===== config.mk =====
export PLATFORM = sky130hd
export DESIGN_NAME = recency_list_move_to_back_top
export DESIGN_NICKNAME = d
export VERILOG_FILES = /design/src/rlmb_pkg.sv /design/src/rlmb_match.sv /design/src/rlmb_list.sv /design/src/recency_list_move_to_back_top.sv
export SDC_FILE = /design/constraint.sdc
export NUM_CORES = 1
export LEC_CHECK = 0
export BUFFER_PORTS_ARGS = -buffer_cell sky130_fd_sc_hd__buf_2
export CAP_MARGIN = 10
export CORE_MARGIN = 5
export CORE_UTILIZATION = 53
export CTS_CLUSTER_SIZE = 8
export DETAILED_ROUTE_END_ITERATION = 8
export GPL_ROUTABILITY_DRIVEN = 1
export PLACE_DENSITY_LB_ADDON = 0.15
export RECOVER_POWER = 50
export SKIP_CTS_REPAIR_TIMING = 1
export SYNTH_ARGS = -nofsm -noshare
export SYNTH_HDL_FRONTEND = slang
export SYNTH_HIERARCHICAL = 1
export SYNTH_SLANG_ARGS = --single-unit

===== constraint.sdc =====
create_clock -name clk -period 8.2 [get_ports clk]
set_input_delay 0 -clock clk [delete_from_list [all_inputs] [get_ports clk]]
set_output_delay 0 -clock clk [all_outputs]
set_load 0.02 [all_outputs]

===== src/rlmb_pkg.sv =====
// ----------------------------------------------------------------------------
// rlmb_pkg
// Shared sizes and types for the recency list with move-to-newest.
// ----------------------------------------------------------------------------
package rlmb_pkg;

    localparam int LIST_DEPTH = 7;
    localparam int ID_W       = 22;
    localparam int IDX_W      = (LIST_DEPTH > 1) ? $clog2(LIST_DEPTH) : 1;

    typedef logic [ID_W-1:0]  id_t;
    typedef logic [IDX_W-1:0] idx_t;

    typedef enum logic [1:0] {
        ST_NEWEST = 2'd0,
        ST_HIT    = 2'd1,
        ST_MISS   = 2'd2
    } status_t;

    typedef struct packed {
        logic hit;
        idx_t idx;
    } match_t;

    typedef struct packed {
        status_t status;
        id_t     evicted_pid;
        id_t     newest_pid;
        id_t     newest_render_id;
    } result_t;

endpackage


===== src/rlmb_match.sv =====
// ----------------------------------------------------------------------------
// rlmb_match
// Parallel compare of a pid against every slot, first match from the oldest.
// ----------------------------------------------------------------------------
module rlmb_match
    import rlmb_pkg::*;
(
    input  id_t    slot_pid [LIST_DEPTH],
    input  id_t    pid,
    output match_t match
);

    logic [LIST_DEPTH-1:0] eq;

    always_comb
    begin
        for (int i = 0; i < LIST_DEPTH; i++)
        begin
            eq[i] = (slot_pid[i] == pid);
        end
    end

    // Walk from the newest down so that the oldest match is the one left.
    always_comb
    begin
        match.hit = 1'b0;
        match.idx = '0;
        for (int i = LIST_DEPTH - 1; i >= 0; i--)
        begin
            if (eq[i])
            begin
                match.hit = 1'b1;
                match.idx = IDX_W'(i);
            end
        end
    end

endmodule


===== src/rlmb_list.sv =====
// ----------------------------------------------------------------------------
// rlmb_list
// Slot storage and the reorder: move to newest or evict oldest.
// ----------------------------------------------------------------------------
module rlmb_list
    import rlmb_pkg::*;
(
    input  logic    clk,
    input  logic    rst_n,
    input  logic    upd_en,
    input  id_t     pid,
    input  id_t     render_id,
    output result_t result
);

    id_t    pid_reg  [LIST_DEPTH];
    id_t    rtid_reg [LIST_DEPTH];
    id_t    pid_next [LIST_DEPTH];
    id_t    rtid_next[LIST_DEPTH];
    match_t match;
    logic   miss;
    logic   shift;

    rlmb_match u_match
    (
        .slot_pid (pid_reg),
        .pid      (pid),
        .match    (match)
    );

    assign miss = !match.hit;

    // A miss behaves like a hit on the oldest slot whose entry is the new pair.
    always_comb
    begin
        shift = 1'b0;
        for (int i = 0; i < LIST_DEPTH - 1; i++)
        begin
            shift = miss || (IDX_W'(i) >= match.idx);
            if (shift)
            begin
                pid_next[i]  = pid_reg[i+1];
                rtid_next[i] = rtid_reg[i+1];
            end
            else
            begin
                pid_next[i]  = pid_reg[i];
                rtid_next[i] = rtid_reg[i];
            end
        end
        if (miss)
        begin
            pid_next[LIST_DEPTH-1]  = pid;
            rtid_next[LIST_DEPTH-1] = render_id;
        end
        else
        begin
            pid_next[LIST_DEPTH-1]  = pid_reg[match.idx];
            rtid_next[LIST_DEPTH-1] = rtid_reg[match.idx];
        end
    end

    always_comb
    begin
        if (miss)
        begin
            result.status      = ST_MISS;
            result.evicted_pid = pid_reg[0];
        end
        else if (match.idx == IDX_W'(LIST_DEPTH - 1))
        begin
            result.status      = ST_NEWEST;
            result.evicted_pid = '0;
        end
        else
        begin
            result.status      = ST_HIT;
            result.evicted_pid = '0;
        end
        result.newest_pid       = pid_next[LIST_DEPTH-1];
        result.newest_render_id = rtid_next[LIST_DEPTH-1];
    end

    always_ff @(posedge clk or negedge rst_n)
    begin
        if (!rst_n)
        begin
            for (int i = 0; i < LIST_DEPTH; i++)
            begin
                pid_reg[i]  <= '0;
                rtid_reg[i] <= '0;
            end
        end
        else if (upd_en)
        begin
            for (int i = 0; i < LIST_DEPTH; i++)
            begin
                pid_reg[i]  <= pid_next[i];
                rtid_reg[i] <= rtid_next[i];
            end
        end
    end

endmodule


===== src/recency_list_move_to_back_top.sv =====
// ----------------------------------------------------------------------------
// recency_list_move_to_back_top
// Recency list of pid/render id pairs, oldest first, with move-to-newest.
// ----------------------------------------------------------------------------
//  channel | signals                                        | direction
//  --------+------------------------------------------------+----------
//  in      | in_valid, in_stall, pid, render_id             | into block
//  out     | out_valid, out_stall, status, evicted_pid,     | out of block
//          | newest_pid, newest_render_id                   |
//
// One transfer per cycle is sustained while out_stall stays low. A pid goes
// through an input register, then the compare and reorder of all slots into
// the result register. Reset clears every slot to pid 0 and render id 0 and
// empties both stages. When out_stall holds the result, the input register
// keeps its item and in_stall rises once that register is full.
// ----------------------------------------------------------------------------
module recency_list_move_to_back_top
    import rlmb_pkg::*;
(
    input  logic           clk,
    input  logic           rst_n,
    input  logic           in_valid,
    output logic           in_stall,
    input  logic [ID_W-1:0] pid,
    input  logic [ID_W-1:0] render_id,
    output logic           out_valid,
    input  logic           out_stall,
    output logic [1:0]     status,
    output logic [ID_W-1:0] evicted_pid,
    output logic [ID_W-1:0] newest_pid,
    output logic [ID_W-1:0] newest_render_id
);

    logic    in_valid_reg;
    id_t     pid_reg;
    id_t     rtid_reg;
    logic    out_valid_reg;
    result_t res_reg;
    result_t res_next;
    logic    out_free;
    logic    advance;

    assign out_free = !out_valid_reg || !out_stall;
    assign advance  = in_valid_reg && out_free;
    assign in_stall = in_valid_reg && !out_free;

    rlmb_list u_list
    (
        .clk       (clk),
        .rst_n     (rst_n),
        .upd_en    (advance),
        .pid       (pid_reg),
        .render_id (rtid_reg),
        .result    (res_next)
    );

    always_ff @(posedge clk or negedge rst_n)
    begin
        if (!rst_n)
        begin
            in_valid_reg  <= 1'b0;
            out_valid_reg <= 1'b0;
        end
        else
        begin
            if (!in_stall)
            begin
                in_valid_reg <= in_valid;
            end
            if (out_free)
            begin
                out_valid_reg <= advance;
            end
        end
    end

    always_ff @(posedge clk)
    begin
        if (!in_stall && in_valid)
        begin
            pid_reg  <= pid;
            rtid_reg <= render_id;
        end
        if (advance)
        begin
            res_reg <= res_next;
        end
    end

    assign out_valid        = out_valid_reg;
    assign status           = res_reg.status;
    assign evicted_pid      = res_reg.evicted_pid;
    assign newest_pid       = res_reg.newest_pid;
    assign newest_render_id = res_reg.newest_render_id;

endmodule


## Word-level counts from Yosys, hierarchy flattened

Index checks and enable logic that the tools add are counted.

- Bits in registers: 422
- Output and inout port bits: 70

- Magnitude comparators: 7
- Equality and inequality tests: 8
- Muxes and demuxes: 17
- Bitwise gates (word level): 1
- Reduce and logical (&&, ||, !) cells: 21

Operators by type and width:

| kind | number |
|---|---|
| $eq A22 B22 Y1 | 7 |
| $mux W22 | 7 |
| $bmux W22 S3 | 2 |
| $mux W4 | 7 |
| $mux W23 | 1 |
| $reduce_and A2 Y1 | 6 |
| $logic_or A1 B1 Y1 | 7 |
| $ge A1 B3 Y1 const A | 2 |
| $ge A2 B3 Y1 const A | 2 |
| $ge A3 B3 Y1 const A | 2 |
| $logic_not A1 Y1 | 5 |
| $ge A4 B4 Y1 const B | 1 |
| $not A3 Y4 | 1 |
| $eq A3 B3 Y1 const B | 1 |
| $logic_and A1 B1 Y1 | 3 |

## Depth between registers and ports, before layout

- Word-level depth: 13
- Gate-level depth with buffers: 15
- Gate-level depth less buffers: 11

## Modules after synthesis

Netlist, hierarchy kept.

By module, submodules not included:

| module | instances | cells each | area each (um^2) | seq. area each (um^2) |
|---|---|---|---|---|
| rlmb_list | 1 | 1,265 | 15,051.9 | 7,707.4 |
| recency_list_move_to_back_top | 1 | 120 | 3,455.8 | 3,413.3 |
| rlmb_match | 1 | 236 | 1,946.9 | 0.0 |

## Worst setup path after synthesis

No wires, ideal clock.

- Path kind: register to register
- Start point: reg out_valid_reg (netlist: out_valid)
- End point: reg u_list/pid_reg[68] (netlist bit)
- Library setup time: 125 ps
- Arrival: 7,217 ps
- Slack: 859 ps
- Stages on the path, launching flop included: 6
- Cells stage by stage: dfrtp_1 > a21boi_0 > buf_2 > a21boi_2 > buf_2 > mux2_2

- Longest elaborated chain between the ends: 4

Ends and longest elaborated chain:

| element | line | RTL |
|---|---|---|
| start: declaration | recency_list_move_to_back_top.sv:37 | `logic out_valid_reg;` |
| start signal: assignment | recency_list_move_to_back_top.sv:72 | `out_valid_reg <= advance;` |
| $logic_not A1 Y1 | recency_list_move_to_back_top.sv:43 | `assign out_free = !out_valid_reg \|\| !out_stall;` |
| $logic_or A1 B1 Y1 | recency_list_move_to_back_top.sv:43 |  |
| $logic_and A1 B1 Y1 | recency_list_move_to_back_top.sv:44 | `assign advance = in_valid_reg && out_free;` |
| named net advance | recency_list_move_to_back_top.sv:41 | `logic advance;` |
| $reduce_and A2 Y1 (no line) | n/a |  |
| end signal: indexed assignment | rlmb_list.sv:98 | `pid_reg[i] <= pid_next[i];` |
| end: declaration | rlmb_list.sv:16 | `id_t pid_reg [LIST_DEPTH];` |

The timed path passes the listed nets, and every way through them passes these cells.
A chain may end at the register's enable or synchronous reset.

==> metrics.txt <==
Longest Clk Path Bufs=3; CP most frequent cell=buf_4; Post-Syn Nets=around 1700; I/O pins=118; Iteration-0 DRC Markers=between 1000 and 1500; net count reported at finish=between 1500 and 2000; Setup Viol. Count Final=0; via count=around 14000; Crit path required time=between 8 and 9 ns; clock-pin transition on the worst setup and hold timing paths=approximately 0.05 ns; final design utilization=just over 60%; Initial Util=between 50% and 60%; Final Cell Area=0.0233 mm2; wire per inst=around 24 um; CTS tree=yes; final setup skew=0.0172 ns; placed standard-cell area=0.0212 mm2; Max Clk Rate=between 0.2 and 0.25 GHz; die area=between 0.04 and 0.05 mm2; CP Max Fanout=between 50 and 60; crit path from=pid_reg[19]; Layout fillers=between 3000 and 4000; count leader, synth=dfrtp_1; clock sinks=between 400 and 500; number of synthesized flops with an enable pin=approximately 110; Reg2Reg Setup Slack=3.25 ns; DRC viols=0; drt total wl=approximately 54 mm; core area=roughly 0.038 mm2; RSZ-0062 raised after global routing=no; Area growth syn-to-layout=13.8%; initial antenna violation count=2; worst flop-to-flop path startpoint=pid_reg[19]; Main synth FF type=dfrtp_1; die width=between 200 and 250 um; crit-path max cell delay=between 0.6 and 0.7 ns; share of layout cells above drive strength 1=a little over a fifth; Design Power=around 7.4 mW; register area share after synthesis=54.4%; period utilization=approximately three fifths; Worst Hold Class=in2reg; Synth async-reset ratio=73.5%; Antenna Nets Post-Route=0; Tmin final=roughly 5 ns; Worst EP arrival=~5.4 ns; Syn Inst Count=approximately 1600; number of I/O port buffers=roughly 120; Vert. Die Dim=about 210 um; Mapped Avg Cell Area=around 13 um2; vias in the first global route=approximately 14000; largest net degree at the start of global routing=169; first-pass GRT wire length=82.5 mm; failing checks=capacitance limit, slew limit; Clock Latency Late Sink=roughly 0.61 ns; setup ws final=~3.3 ns; Clock H-tree levels=2; CP cell instances=xor2_1, nor4_1, nand4_1, nor4_2, nor3b_1, nor2_4, buf_4, a21oi_1, o21ai_4, buf_4, mux2_2; DR pass1 iterations=5; reg-to-reg critical path endpoint=u_list/rtid_reg[98]; ranking of synthesized cells by area=dfrtp_1 (38%), edfxtp_1 (16%), mux2_2 (11%); #FFs+latches synth=between 400 and 500; outcome=finished, violations left; startpoint types=flip-flop; Rel. slew slack=-184%; crit path to=u_list/rtid_reg[98]; Worst Path Class, Setup=reg2reg; Remaining Overflow, GRT=0; Slowest cell on crit path=buf_4; Worst VDD drop=roughly 180 uV; site row count=72; final slew viol count=190; Placement Setup Slack=between 3 and 4 ns; Post-synth top cells=dfrtp_1 (310), mux2_2 (202), mux2i_1 (131); Synth Warn #=6; TritonCTS Buffers=58; GP Congestion=between 0.9 and 1; PD cells=between 300 and 400 mW/mm2; share of the synthesized area in the top cell type=37.9%; P_leak=just over 9 nW; Hold Fails Final Rpt=0; Max Cap Viol=3; post-route setup TNS=0 ns; largest area contributor in the netlist=dfrtp_1; drt via density=5.86; worst-margin pin slew=approximately 4.3 ns; Mapped Area=0.0205 mm2; synth unique cells=45; dpl hpwl=about 33 mm; Crit. End Element=flip-flop; GRT Util Overall=about a quarter; clk root buf=clkbuf_16; worst r2r path cells=11
-- cell families (layout without fill, tap and decap cells) --
| family | Yosys count | count (layout) | synth area share (%) |
|---|---|---|---|
| AOI/OAI and AO/OA | 274 | 274 | 7.73 |
| buffers and inverters | 151 | 317 | 3.96 |
| DFF | 422 | 422 | 54.4 |
| muxes | 373 | 373 | 20.5 |
| other | 0 | 3 | 0 |
| and+or+nand+nor | 247 | 247 | 6.81 |
| xor gates and xnor gates | 154 | 154 | 6.67 |
-- area by class of cell --
class	count	area, um2	area share [%]
flip-flops and latches	422	11100	47.8
diodes	3	7.51	0.0323
repair buffers	187	1130	4.88
well taps	518	648	2.78
clock inverters	2	32.5	0.140
clock buffers	103	1640	7.05
multi-input cells	1048	8600	36.9
inverters	25	93.8	0.403
-- how the worst min path moves through the flow --
stage / from / endpoint / depth (start not counted)
after global placement: rst_n / u_list/rtid_reg[96] / 1
after global routing: render_id[16] / rtid_reg[16] / 2
after floorplan: rst_n / in_valid_reg / 0
after CTS: rst_n / u_list/rtid_reg[96] / 1
final: render_id[9] / rtid_reg[9] / 2
after detailed placement: rst_n / u_list/rtid_reg[74] / 1
-- worst max-delay path, delay by kind of cell (launching register included) --
family	cells	cell delay, ns
xor+xnor	1	0.23
flops	1	0.61
buf+inv	2	1.28
simple gates	5	1.48
mux	1	0.40
compound gates	2	0.78
-- per-stage QoR --
stage / cells / hold WS [ns]
6_report: 2308 / 0.102
5_1_grt: 2307 / 0.0902
4_1_cts: 2257 / -0.627
3_5_place_dp: 2152 / 0.0279
3_3_place_gp: 2152 / 0.0247
2_1_floorplan: 1621 / -0.296
-- power breakdown --
part | internal [mW] | switching [mW] | leakage (nW)
Combinational | 0.895 | 0.784 | 3.45
Clock | 1.33 | 0.889 | 0.793
Sequential | 2.82 | 0.654 | 4.91
Total | 5.05 | 2.33 | 9.15
-- metal layers --
layer  GRT usage (%)  share of wire, %
met5               0                 0
met2            39.9                47
met3            3.77               5.3
met1            35.7                44
met4            10.5               4.0
-- layout by cell type, fill, tap and decap left out, types with 44 or more instances in the layout --
cell type and count:
xor2_1 82, a21oi_1 67, mux2i_1 131, o21ai_0 108, dfrtp_1 310, xnor2_1 70, nor2_1 69, edfxtp_1 112
dlygate4sd3_1 48, clkbuf_16 59, nand3b_1 44, mux2_2 202, clkbuf_1 127, o22ai_1 44
No activity file was read; power rests on OpenSTA's default activity.
